--- src/design/mtgt_pkg.sv ---
// ----------------------------------------------------------------------------
// mtgt_pkg
// Shared constants, types and digit helpers for the millisecond timestamp to
// GeneralizedTime formatter.
// ----------------------------------------------------------------------------
package mtgt_pkg;

   localparam int NSTG = 13;

   typedef logic [NSTG-1:0] mtgt_stage_type;

   localparam logic [47:0] MAX_MS = 48'd253402300799999;

   // milliseconds per day over 1024
   localparam logic [16:0] DAY_MS_HI = 17'd84375;
   localparam logic [21:0] DAY_RCP   = 22'((64'd1 << 38) / 64'd84375);

   localparam logic [9:0]  MS_PER_SEC  = 10'd1000;
   localparam logic [24:0] SEC_RCP     = 25'(((64'd1 << 31) + 64'd124) / 64'd125);
   localparam logic [11:0] SEC_PER_HR  = 12'd3600;
   localparam logic [13:0] HR_RCP      = 14'(((64'd1 << 21) + 64'd224) / 64'd225);
   localparam logic [5:0]  SEC_PER_MIN = 6'd60;
   localparam logic [10:0] MIN_RCP     = 11'(((64'd1 << 14) + 64'd14) / 64'd15);
   localparam logic [10:0] MS_RCP100   = 11'(((64'd1 << 17) + 64'd99) / 64'd100);

   localparam logic [21:0] EPOCH_DAYS   = 22'd719468;
   localparam logic [17:0] DAYS_PER_ERA = 18'd146097;
   localparam logic [17:0] DOE_LAST     = 18'd146096;
   localparam logic [22:0] ERA_RCP      = 23'(((64'd1 << 40) + 64'd146096) / 64'd146097);
   localparam logic [18:0] RCP_1460     = 19'(((64'd1 << 29) + 64'd1459) / 64'd1460);
   localparam logic [18:0] RCP_36524    = 19'(((64'd1 << 34) + 64'd36523) / 64'd36524);
   localparam logic [18:0] RCP_365      = 19'(((64'd1 << 27) + 64'd364) / 64'd365);
   localparam logic [9:0]  RCP_YOE100   = 10'(((64'd1 << 16) + 64'd99) / 64'd100);
   localparam logic [11:0] RCP_153      = 12'(((64'd1 << 19) + 64'd152) / 64'd153);
   localparam logic [11:0] RCP_5        = 12'(((64'd1 << 14) + 64'd4) / 64'd5);
   localparam logic [14:0] RCP_Y1000    = 15'(((64'd1 << 24) + 64'd999) / 64'd1000);
   localparam logic [14:0] RCP_Y100     = 15'(((64'd1 << 21) + 64'd99) / 64'd100);
   localparam logic [14:0] RCP_Y10      = 15'(((64'd1 << 18) + 64'd9) / 64'd10);
   localparam logic [7:0]  RCP_10       = 8'(((64'd1 << 11) + 64'd9) / 64'd10);

   localparam logic [7:0] ASCII_ZERO = 8'd48;
   localparam logic [7:0] ASCII_DOT  = 8'h2E;
   localparam logic [7:0] ASCII_Z    = 8'h5A;
   localparam logic [7:0] ASCII_NUL  = 8'h00;

   typedef struct packed {
      logic [4:0] hh;
      logic [5:0] mi;
      logic [5:0] ss;
      logic [3:0] msh;
      logic [6:0] msr;
   } tod_type;

   typedef struct packed {
      logic [3:0] yth;
      logic [3:0] yhu;
      logic [3:0] yte;
      logic [3:0] yun;
      logic [3:0] mo;
      logic [4:0] day;
   } date_type;

   function automatic logic [7:0] ascii_digit(input logic [3:0] d);
      return ASCII_ZERO + 8'(d);
   endfunction

   // two decimal digits of a value below 100
   function automatic logic [15:0] two_digits(input logic [6:0] v);
      logic [14:0] p;
      logic [3:0]  tens;
      logic [6:0]  units;
      p     = 15'(v) * 15'(RCP_10);
      tens  = p[14:11];
      units = v - 7'(tens) * 7'd10;
      return {ascii_digit(tens), ascii_digit(units[3:0])};
   endfunction

endpackage

--- src/design/mtgt_split.sv ---
// ----------------------------------------------------------------------------
// mtgt_split
// Stages 0 to 2: splits milliseconds into whole days and milliseconds of day
// by reciprocal estimate and one correction, and flags out-of-range input.
// ----------------------------------------------------------------------------
module mtgt_split (
   input  logic                    clock,
   input  mtgt_pkg::mtgt_stage_type load,
   input  logic [47:0]             ms,
   output logic [21:0]             days,
   output logic [26:0]             msod,
   output logic                    ovf
);
   import mtgt_pkg::*;

   logic [53:0] est_p;
   logic [21:0] qe_in;
   logic        ovf_in;
   logic [21:0] qe0_ff;
   logic [47:0] ms0_ff;
   logic        ovf0_ff;

   logic [38:0] prod_in;
   logic [38:0] prod1_ff;
   logic [21:0] qe1_ff;
   logic [47:0] ms1_ff;
   logic        ovf1_ff;

   logic [37:0] rem;
   logic [17:0] rlo;
   logic [17:0] rfix;
   logic [21:0] days_in;
   logic [26:0] msod_in;
   logic [21:0] days_ff;
   logic [26:0] msod_ff;
   logic        ovf2_ff;

   always_comb begin
      est_p  = 54'(ms[47:16]) * 54'(DAY_RCP);
      qe_in  = est_p[53:32];
      ovf_in = ms > MAX_MS;
   end

   always_ff @(posedge clock) begin
      if (load[0]) begin
         qe0_ff  <= qe_in;
         ms0_ff  <= ms;
         ovf0_ff <= ovf_in;
      end
   end

   assign prod_in = 39'(qe0_ff) * 39'(DAY_MS_HI);

   always_ff @(posedge clock) begin
      if (load[1]) begin
         prod1_ff <= prod_in;
         qe1_ff   <= qe0_ff;
         ms1_ff   <= ms0_ff;
         ovf1_ff  <= ovf0_ff;
      end
   end

   always_comb begin
      rem  = ms1_ff[47:10] - prod1_ff[37:0];
      rlo  = rem[17:0];
      rfix = rlo - 18'(DAY_MS_HI);
      if (rlo >= 18'(DAY_MS_HI)) begin
         days_in = qe1_ff + 22'd1;
         msod_in = {rfix[16:0], ms1_ff[9:0]};
      end else begin
         days_in = qe1_ff;
         msod_in = {rlo[16:0], ms1_ff[9:0]};
      end
   end

   always_ff @(posedge clock) begin
      if (load[2]) begin
         days_ff <= days_in;
         msod_ff <= msod_in;
         ovf2_ff <= ovf1_ff;
      end
   end

   assign days = days_ff;
   assign msod = msod_ff;
   assign ovf  = ovf2_ff;

endmodule

--- src/design/mtgt_tod.sv ---
// ----------------------------------------------------------------------------
// mtgt_tod
// Stages 3 to 11: time of day into hours, minutes, seconds and millisecond
// digits, then delayed to line up with the date path.
// ----------------------------------------------------------------------------
module mtgt_tod (
   input  logic                    clock,
   input  mtgt_pkg::mtgt_stage_type load,
   input  logic [26:0]             msod,
   output mtgt_pkg::tod_type       tod
);
   import mtgt_pkg::*;

   logic [48:0] sec_p;
   logic [16:0] secs3_ff;
   logic [26:0] msod3_ff;

   logic [26:0] msec_d;
   logic [26:0] hh_p;
   logic [9:0]  msec4_ff;
   logic [4:0]  hh4_ff;
   logic [16:0] secs4_ff;

   logic [16:0] rem_d;
   logic [20:0] msh_p;
   logic [11:0] rem5_ff;
   logic [3:0]  msh5_ff;
   logic [9:0]  msec5_ff;
   logic [4:0]  hh5_ff;

   logic [20:0] mi_p;
   logic [9:0]  msr_d;
   logic [5:0]  mi6_ff;
   logic [6:0]  msr6_ff;
   logic [11:0] rem6_ff;
   logic [4:0]  hh6_ff;
   logic [3:0]  msh6_ff;

   logic [11:0] ss_d;
   tod_type     dly_in [7:11];
   tod_type     dly_ff [7:11];

   assign sec_p = 49'(msod[26:3]) * 49'(SEC_RCP);

   always_ff @(posedge clock) begin
      if (load[3]) begin
         secs3_ff <= sec_p[47:31];
         msod3_ff <= msod;
      end
   end

   always_comb begin
      msec_d = msod3_ff - 27'(secs3_ff) * 27'(MS_PER_SEC);
      hh_p   = 27'(secs3_ff[16:4]) * 27'(HR_RCP);
   end

   always_ff @(posedge clock) begin
      if (load[4]) begin
         msec4_ff <= msec_d[9:0];
         hh4_ff   <= hh_p[25:21];
         secs4_ff <= secs3_ff;
      end
   end

   always_comb begin
      rem_d = secs4_ff - 17'(hh4_ff) * 17'(SEC_PER_HR);
      msh_p = 21'(msec4_ff) * 21'(MS_RCP100);
   end

   always_ff @(posedge clock) begin
      if (load[5]) begin
         rem5_ff  <= rem_d[11:0];
         msh5_ff  <= msh_p[20:17];
         msec5_ff <= msec4_ff;
         hh5_ff   <= hh4_ff;
      end
   end

   always_comb begin
      mi_p  = 21'(rem5_ff[11:2]) * 21'(MIN_RCP);
      msr_d = msec5_ff - 10'(msh5_ff) * 10'd100;
   end

   always_ff @(posedge clock) begin
      if (load[6]) begin
         mi6_ff  <= mi_p[19:14];
         msr6_ff <= msr_d[6:0];
         rem6_ff <= rem5_ff;
         hh6_ff  <= hh5_ff;
         msh6_ff <= msh5_ff;
      end
   end

   // alignment delay up to the last calculation stage
   always_comb begin
      ss_d          = rem6_ff - 12'(mi6_ff) * 12'(SEC_PER_MIN);
      dly_in[7].hh  = hh6_ff;
      dly_in[7].mi  = mi6_ff;
      dly_in[7].ss  = ss_d[5:0];
      dly_in[7].msh = msh6_ff;
      dly_in[7].msr = msr6_ff;
      for (int i = 8; i <= 11; i++) begin
         dly_in[i] = dly_ff[i-1];
      end
   end

   always_ff @(posedge clock) begin
      for (int i = 7; i <= 11; i++) begin
         if (load[i]) begin
            dly_ff[i] <= dly_in[i];
         end
      end
   end

   assign tod = dly_ff[11];

endmodule

--- src/design/mtgt_date.sv ---
// ----------------------------------------------------------------------------
// mtgt_date
// Stages 3 to 11: day count to proleptic Gregorian year, month and day using
// 400-year eras counted from 0000-03-01, then year digits.
// ----------------------------------------------------------------------------
module mtgt_date (
   input  logic                    clock,
   input  mtgt_pkg::mtgt_stage_type load,
   input  logic [21:0]             days,
   output mtgt_pkg::date_type      date
);
   import mtgt_pkg::*;

   logic [21:0] z_d;
   logic [44:0] era_p;
   logic [21:0] z3_ff;
   logic [4:0]  era3_ff;

   logic [21:0] doe_d;
   logic [17:0] doe4_ff;
   logic [4:0]  era4_ff;

   logic [36:0] pa;
   logic [36:0] pb;
   logic [17:0] t_d;
   logic [17:0] t5_ff;
   logic [17:0] doe5_ff;
   logic [4:0]  era5_ff;

   logic [36:0] py;
   logic [8:0]  yoe6_ff;
   logic [17:0] doe6_ff;
   logic [4:0]  era6_ff;

   logic [18:0] pc;
   logic [17:0] base_d;
   logic [17:0] doy_d;
   logic [13:0] y_d;
   logic [8:0]  doy7_ff;
   logic [13:0] y7_ff;

   logic [10:0] v_d;
   logic [22:0] pm;
   logic [3:0]  mp8_ff;
   logic [8:0]  doy8_ff;
   logic [13:0] y8_ff;

   logic [10:0] w_d;
   logic [22:0] pd;
   logic        late;
   logic [3:0]  mo_d;
   logic [8:0]  dd9_ff;
   logic [3:0]  mo9_ff;
   logic [8:0]  doy9_ff;
   logic [13:0] y9_ff;

   logic [8:0]  day_d;
   logic [28:0] p1000;
   logic [28:0] p100;
   logic [28:0] p10;
   logic [4:0]  day10_ff;
   logic [3:0]  mo10_ff;
   logic [3:0]  q1000_ff;
   logic [6:0]  q100_ff;
   logic [10:0] q10_ff;
   logic [13:0] y10_ff;

   logic [6:0]  hu_d;
   logic [10:0] te_d;
   logic [13:0] un_d;
   date_type    date_in;
   date_type    date_ff;

   always_comb begin
      z_d   = days + EPOCH_DAYS;
      era_p = 45'(z_d) * 45'(ERA_RCP);
   end

   always_ff @(posedge clock) begin
      if (load[3]) begin
         z3_ff   <= z_d;
         era3_ff <= era_p[44:40];
      end
   end

   assign doe_d = z3_ff - 22'(era3_ff) * 22'(DAYS_PER_ERA);

   always_ff @(posedge clock) begin
      if (load[4]) begin
         doe4_ff <= doe_d[17:0];
         era4_ff <= era3_ff;
      end
   end

   // day of era less the leap days before it
   always_comb begin
      pa  = 37'(doe4_ff) * 37'(RCP_1460);
      pb  = 37'(doe4_ff) * 37'(RCP_36524);
      t_d = doe4_ff - 18'(pa[35:29]) + 18'(pb[36:34]) - 18'(doe4_ff == DOE_LAST);
   end

   always_ff @(posedge clock) begin
      if (load[5]) begin
         t5_ff   <= t_d;
         doe5_ff <= doe4_ff;
         era5_ff <= era4_ff;
      end
   end

   assign py = 37'(t5_ff) * 37'(RCP_365);

   always_ff @(posedge clock) begin
      if (load[6]) begin
         yoe6_ff <= py[35:27];
         doe6_ff <= doe5_ff;
         era6_ff <= era5_ff;
      end
   end

   always_comb begin
      pc     = 19'(yoe6_ff) * 19'(RCP_YOE100);
      base_d = 18'(yoe6_ff) * 18'd365 + 18'(yoe6_ff[8:2]) - 18'(pc[18:16]);
      doy_d  = doe6_ff - base_d;
      y_d    = 14'(yoe6_ff) + 14'(era6_ff) * 14'd400;
   end

   always_ff @(posedge clock) begin
      if (load[7]) begin
         doy7_ff <= doy_d[8:0];
         y7_ff   <= y_d;
      end
   end

   always_comb begin
      v_d = 11'(doy7_ff) * 11'd5 + 11'd2;
      pm  = 23'(v_d) * 23'(RCP_153);
   end

   always_ff @(posedge clock) begin
      if (load[8]) begin
         mp8_ff  <= pm[22:19];
         doy8_ff <= doy7_ff;
         y8_ff   <= y7_ff;
      end
   end

   // january and february belong to the next calendar year
   always_comb begin
      w_d  = 11'(mp8_ff) * 11'd153 + 11'd2;
      pd   = 23'(w_d) * 23'(RCP_5);
      late = mp8_ff >= 4'd10;
      mo_d = late ? mp8_ff - 4'd9 : mp8_ff + 4'd3;
   end

   always_ff @(posedge clock) begin
      if (load[9]) begin
         dd9_ff  <= pd[22:14];
         mo9_ff  <= mo_d;
         doy9_ff <= doy8_ff;
         y9_ff   <= y8_ff + 14'(late);
      end
   end

   always_comb begin
      day_d = doy9_ff - dd9_ff + 9'd1;
      p1000 = 29'(y9_ff) * 29'(RCP_Y1000);
      p100  = 29'(y9_ff) * 29'(RCP_Y100);
      p10   = 29'(y9_ff) * 29'(RCP_Y10);
   end

   always_ff @(posedge clock) begin
      if (load[10]) begin
         day10_ff <= day_d[4:0];
         mo10_ff  <= mo9_ff;
         q1000_ff <= p1000[27:24];
         q100_ff  <= p100[27:21];
         q10_ff   <= p10[28:18];
         y10_ff   <= y9_ff;
      end
   end

   always_comb begin
      hu_d        = q100_ff - 7'(q1000_ff) * 7'd10;
      te_d        = q10_ff - 11'(q100_ff) * 11'd10;
      un_d        = y10_ff - 14'(q10_ff) * 14'd10;
      date_in.yth = q1000_ff;
      date_in.yhu = hu_d[3:0];
      date_in.yte = te_d[3:0];
      date_in.yun = un_d[3:0];
      date_in.mo  = mo10_ff;
      date_in.day = day10_ff;
   end

   always_ff @(posedge clock) begin
      if (load[11]) begin
         date_ff <= date_in;
      end
   end

   assign date = date_ff;

endmodule

--- src/design/ms_time_to_generalized_time.sv ---
// ----------------------------------------------------------------------------
// ms_time_to_generalized_time
// Unix millisecond timestamp to GeneralizedTime text YYYYMMDDhhmmss.fffZ.
// ----------------------------------------------------------------------------
// Takes one beat per clock cycle while the output is not stalled and returns
// one result beat per input beat, in order. A beat passes through 13 register
// stages: three split the count into days and milliseconds of day, nine run
// the calendar and time-of-day arithmetic (up to three constant-reciprocal
// multiplies each), and the last stage is the output register. Each stage
// advances on its own when the stage after it is empty or moving, so a stall
// on rsp_ready fills the bubbles before req_ready drops. Inputs later than
// 9999-12-31T23:59:59.999 give rsp_out_of_range high and all-zero text.
module ms_time_to_generalized_time (
   input  logic        clock,
   input  logic        reset,
   input  logic        req_valid,
   output logic        req_ready,
   input  logic [47:0] req_ms_since_epoch,
   output logic        rsp_valid,
   input  logic        rsp_ready,
   output logic [63:0] rsp_text_first,
   output logic [63:0] rsp_text_middle,
   output logic [31:0] rsp_text_last,
   output logic        rsp_out_of_range
);
   import mtgt_pkg::*;

   mtgt_stage_type load;
   logic [NSTG-1:0] valid_in;
   logic [NSTG-1:0] valid_ff;

   logic [21:0] days;
   logic [26:0] msod;
   logic        ovf_split;
   tod_type     tod;
   date_type    date;

   logic        ovf_in [3:11];
   logic        ovf_ff [3:11];

   logic [63:0] first_in;
   logic [63:0] middle_in;
   logic [31:0] last_in;
   logic [63:0] first_ff;
   logic [63:0] middle_ff;
   logic [31:0] last_ff;
   logic        ovf_out_ff;

   // stage advance chain from the output back to the input
   always_comb begin
      load[NSTG-1] = ~valid_ff[NSTG-1] | rsp_ready;
      for (int i = NSTG - 2; i >= 0; i--) begin
         load[i] = ~valid_ff[i] | load[i+1];
      end
      valid_in[0] = load[0] ? req_valid : valid_ff[0];
      for (int i = 1; i < NSTG; i++) begin
         valid_in[i] = load[i] ? valid_ff[i-1] : valid_ff[i];
      end
   end

   always_ff @(posedge clock) begin
      if (reset) begin
         valid_ff <= '0;
      end else begin
         valid_ff <= valid_in;
      end
   end

   mtgt_split u_split (
      .clock (clock),
      .load  (load),
      .ms    (req_ms_since_epoch),
      .days  (days),
      .msod  (msod),
      .ovf   (ovf_split)
   );

   mtgt_tod u_tod (
      .clock (clock),
      .load  (load),
      .msod  (msod),
      .tod   (tod)
   );

   mtgt_date u_date (
      .clock (clock),
      .load  (load),
      .days  (days),
      .date  (date)
   );

   always_comb begin
      ovf_in[3] = ovf_split;
      for (int i = 4; i <= 11; i++) begin
         ovf_in[i] = ovf_ff[i-1];
      end
   end

   always_ff @(posedge clock) begin
      for (int i = 3; i <= 11; i++) begin
         if (load[i]) begin
            ovf_ff[i] <= ovf_in[i];
         end
      end
   end

   // text assembly
   always_comb begin
      if (ovf_ff[11]) begin
         first_in  = '0;
         middle_in = '0;
         last_in   = '0;
      end else begin
         first_in  = {ascii_digit(date.yth), ascii_digit(date.yhu),
                      ascii_digit(date.yte), ascii_digit(date.yun),
                      two_digits(7'(date.mo)), two_digits(7'(date.day))};
         middle_in = {two_digits(7'(tod.hh)), two_digits(7'(tod.mi)),
                      two_digits(7'(tod.ss)), ASCII_DOT, ascii_digit(tod.msh)};
         last_in   = {two_digits(tod.msr), ASCII_Z, ASCII_NUL};
      end
   end

   always_ff @(posedge clock) begin
      if (load[NSTG-1]) begin
         first_ff   <= first_in;
         middle_ff  <= middle_in;
         last_ff    <= last_in;
         ovf_out_ff <= ovf_ff[11];
      end
   end

   assign req_ready        = load[0];
   assign rsp_valid        = valid_ff[NSTG-1];
   assign rsp_text_first   = first_ff;
   assign rsp_text_middle  = middle_ff;
   assign rsp_text_last    = last_ff;
   assign rsp_out_of_range = ovf_out_ff;

   a_ovf_text_zero: assert property (@(posedge clock) disable iff (reset)
      rsp_valid && rsp_out_of_range |->
         rsp_text_first == '0 && rsp_text_middle == '0 && rsp_text_last == '0)
      else $error("out-of-range beat carries text");

   a_month_tens: assert property (@(posedge clock) disable iff (reset)
      rsp_valid && !rsp_out_of_range |->
         rsp_text_first[31:24] == ASCII_ZERO || rsp_text_first[31:24] == ASCII_ZERO + 8'd1)
      else $error("month tens digit out of range");

   a_hour_tens: assert property (@(posedge clock) disable iff (reset)
      rsp_valid && !rsp_out_of_range |->
         rsp_text_middle[63:56] >= ASCII_ZERO && rsp_text_middle[63:56] <= ASCII_ZERO + 8'd2)
      else $error("hour tens digit out of range");

   a_empty_accepts: assert property (@(posedge clock) disable iff (reset)
      !rsp_valid |-> req_ready)
      else $error("input stalled with empty output stage");

   a_reset_clears: assert property (@(posedge clock)
      reset |=> !rsp_valid)
      else $error("result beat straight after reset");

endmodule
--- config.mk ---
export PLATFORM = sky130hd
export DESIGN_NAME = ms_time_to_generalized_time
export DESIGN_NICKNAME = d
export VERILOG_FILES = /design/src/design/mtgt_pkg.sv /design/src/design/mtgt_split.sv /design/src/design/mtgt_tod.sv /design/src/design/mtgt_date.sv /design/src/design/ms_time_to_generalized_time.sv
export SDC_FILE = /design/constraint.sdc
export NUM_CORES = 2
export LEC_CHECK = 0
export BUFFER_PORTS_ARGS = -buffer_cell sky130_fd_sc_hd__buf_4
export CAP_MARGIN = 25
export CORE_ASPECT_RATIO = 0.9
export CORE_MARGIN = 1
export CORE_UTILIZATION = 40
export CTS_CLUSTER_SIZE = 10
export DETAILED_ROUTE_END_ITERATION = 7
export GPL_TIMING_DRIVEN = 0
export SYNTH_ARGS = -nofsm -noshare
export SYNTH_HDL_FRONTEND = slang
export SYNTH_HIERARCHICAL = 1
export SYNTH_SLANG_ARGS = --single-unit
--- constraint.sdc ---
create_clock -name clock -period 19 [get_ports clock]
set_clock_uncertainty 0.1 [all_clocks]
set_input_delay 2.85 -clock clock [delete_from_list [all_inputs] [get_ports clock]]
set_output_delay 2.85 -clock clock [all_outputs]
set_load 0.005 [all_outputs]
==> impl_results.md <==
- Ports: 215
- Die H: 474.5 um
- Clock slew at reported path FFs: 0.05 ns
- Tmin final: 10.54 ns
- Resize count post-CTS: 0
- Initial antenna violation count: 0
- Final Max Slew Viols: 0
- Actual slew at the worst max-slew pin: 1.051 ns
- Cells after Synth: 8797
- DRT iter0 DRCs: 2623
- RSZ-0062 raised after global routing: no
- Initial Utilization: 0.4021
- CTS buffer count: 89
- Status: complete, no violations
- # DRC: 0
- WS Path Type: register to register
- Critical-path top delay cell: edfxtp_1
- H-tree levels: 3
- Synth top area share: 0.2782
- Mapped Area: 0.09922 mm^2
- Largest net degree at the start of global routing: 64
- Startpoint types: register
- Max_cap viols: 0
- Detailed Route WL: 205.5 mm
- Register area share after synthesis: 0.2190
- CP Max Fanout: 11
- Fmax: 94.90 MHz
- Post-CTS setup buffer count: 0
- Dpl cell area: 0.1051 mm^2
- Crit-path max cell delay: 0.87 ns
- Ranking of synthesized cells by area: ha_1 (28%), fa_1 (27%), edfxtp_1 (22%)
- CTS tree: yes
- DP HPWL: 176.5 mm
- Row Count: 173
- Dominant cell type by area after synthesis: ha_1
- Slew margin rel.: 0.2993
- # nets final: 12740
- Via density: 4.781
- FF+latch area: 0.02173 mm^2
- Final setup viols: 0
- Routed length per placed instance: 16.56 um
- Most used cell, CP: fa_1
- Clock sinks: 728
- DIE AREA: 0.2500 mm^2
- Hold buffers post-CTS: 0
- Vias: 59330
- PortBufs: 155
- # diodes: 0
- Synthesized area per cell: 11.28 um^2
- Arrival @ worst endpoint: 10.87 ns
- Clock root cell: clkbuf_16
- Share of layout cells above drive strength 1: 0.05212
- R2R Setup Slk: 8.46 ns
- Antenna-violating nets left: 0
- Worst path bufs/invs: 3
- TritonRoute pass-1 iters: 6
- Global-route wire length before repair: 339.8 mm
- Crit path capture type: register
- Post-synth top flop: edfxtp_1
- Period utilization: 0.5546
- Synthesis-to-layout area growth: 8.648%
- Remaining global-route overflow: 0
- Final standard cell area without fillers: 0.1078 mm^2
- Die X: 527.0 um
- Most common cell after layout, fill and taps aside: inv_1
- Area of the multi-input gates: 0.06752 mm^2
- Hold Fails Final Rpt: 0
- CP delay by family, top: adder cells
- Yosys warning count: 6
- Synth cell types: 104
- Post-synth EDFFs: 715
- Flops & latches, synth: 728
- Post-synth ARST share: 0
- Crit path required time: 19.33 ns
- Post-Route Utilization: 0.4369
- Clock buffer depth: 3
- Hold Crit Class: register to register
- Setup_tns: 0 ns
- Placer Congestion: 0.9010
- Fillers: 23060
- Vias in the first global route: 64690
- Latest clock arrival within the worst-skew pair: 0.70 ns
- Most frequent cells in the layout: inv_1 (2502), ha_1 (2206), fa_1 (1353)
- Tot GR Track Use: 0.1705
- WHS: 0.2947 ns
- Core area: 0.2468 mm^2
==> cell type report <==
class,instances,area share
tap,3237,0.03757
timing repair buffer,182,0.01480
inverter,2507,0.08730
sequential,728,0.2016
buffer,118,0.007707
multi-input combinational,5502,0.6263
clock inverter,25,0.003169
clock buffer,109,0.02154
==> cells by family after synthesis <==
kind of cell,count (synthesis),synth area share
DFF,728,0.2190
muxes,8,0.0008575
xor gates and xnor gates,417,0.03702
other,1,0.00003780
buffers and inverters,2625,0.1032
AOI/OAI and AO/OA,800,0.05476
adders and majority gates,3559,0.5512
and+or+nand+nor,659,0.03390
==> sequential cells by signal, summed over array words and instances (netlist names), 21 cells and up <==
name             cells
u_tod/dly_ff       140
u_split/ms0_ff      28
u_split/ms1_ff      28
rsp_text_first      27
u_split/msod        27
rsp_text_middle     25
u_date/date         25
u_split/days        22
u_split/qe0_ff      22
u_split/qe1_ff      21
==> synth_stat cells, drive strengths merged (9+ instances only) <==
master / n
nor4: 9
a211oi: 30
nor3: 52
fa: 1353
a211o: 18
xnor2: 293
o21a: 46
nand2: 118
or2: 22
dfxtp: 13
nor2b: 57
a21oi: 230
o211ai: 31
a221oi: 9
clkbuf: 9
ha: 2206
a41o: 10
o21ai: 131
and2: 15
a2111oi: 11
nand4: 44
nand3: 72
inv: 2507
edfxtp: 715
or3: 18
nor2: 170
o21bai: 40
xor2: 123
and3: 30
buf: 109
o31ai: 15
nand2b: 23
a31oi: 26
a21o: 111
o2111ai: 17
a21boi: 11
==> through the flow <==
stage / setup WS [ns] / instances
floorplan: 8.753 / 8855
global placement: 6.294 / 12250
detailed placement: 7.998 / 12270
CTS: 8.511 / 12410
global route: 8.025 / 12410
finish: 8.463 / 12410
==> layer usage <==
metal / global-route usage / share of wire / wire length, um
met1: 0.2321 / 0.47 / 96030
met2: 0.2932 / 0.48 / 98440
met3: 0.02018 / 0.036 / 7370
met4: 0.03134 / 0.018 / 3645
met5: 0 / 0 / 0
==> worst reg2reg max path: cells and delay by family, from the launching register on <==
kind	cells	cell delay, ns
AOI/OAI and AO/OA	12	3.30
DFF	1	0.87
adders and majority gates	9	4.76
xor gates and xnor gates	2	0.41
buffers and inverters	3	0.59
and+or+nand+nor	2	0.25
==> path summary, 6_finish.rpt <==
| check | startpoint | endpoint | cells after the start |
|---|---|---|---|
| hold / removal | u_tod/dly_ff[8][14]$_DFFE_PP_ | u_tod/dly_ff[9][14]$_DFFE_PP_ | 0 |
| setup reg to reg | u_date/doe4_ff[13]$_DFFE_PP_ | u_date/t5_ff[16]$_DFFE_PP_ | 28 |
| hold reg to reg | u_tod/dly_ff[8][14]$_DFFE_PP_ | u_tod/dly_ff[9][14]$_DFFE_PP_ | 0 |
| setup / recovery | u_date/doe4_ff[13]$_DFFE_PP_ | u_date/t5_ff[16]$_DFFE_PP_ | 28 |
Power is not shown: default switching activity piles up to over one toggle a cycle in this logic, so the estimate is an artifact.
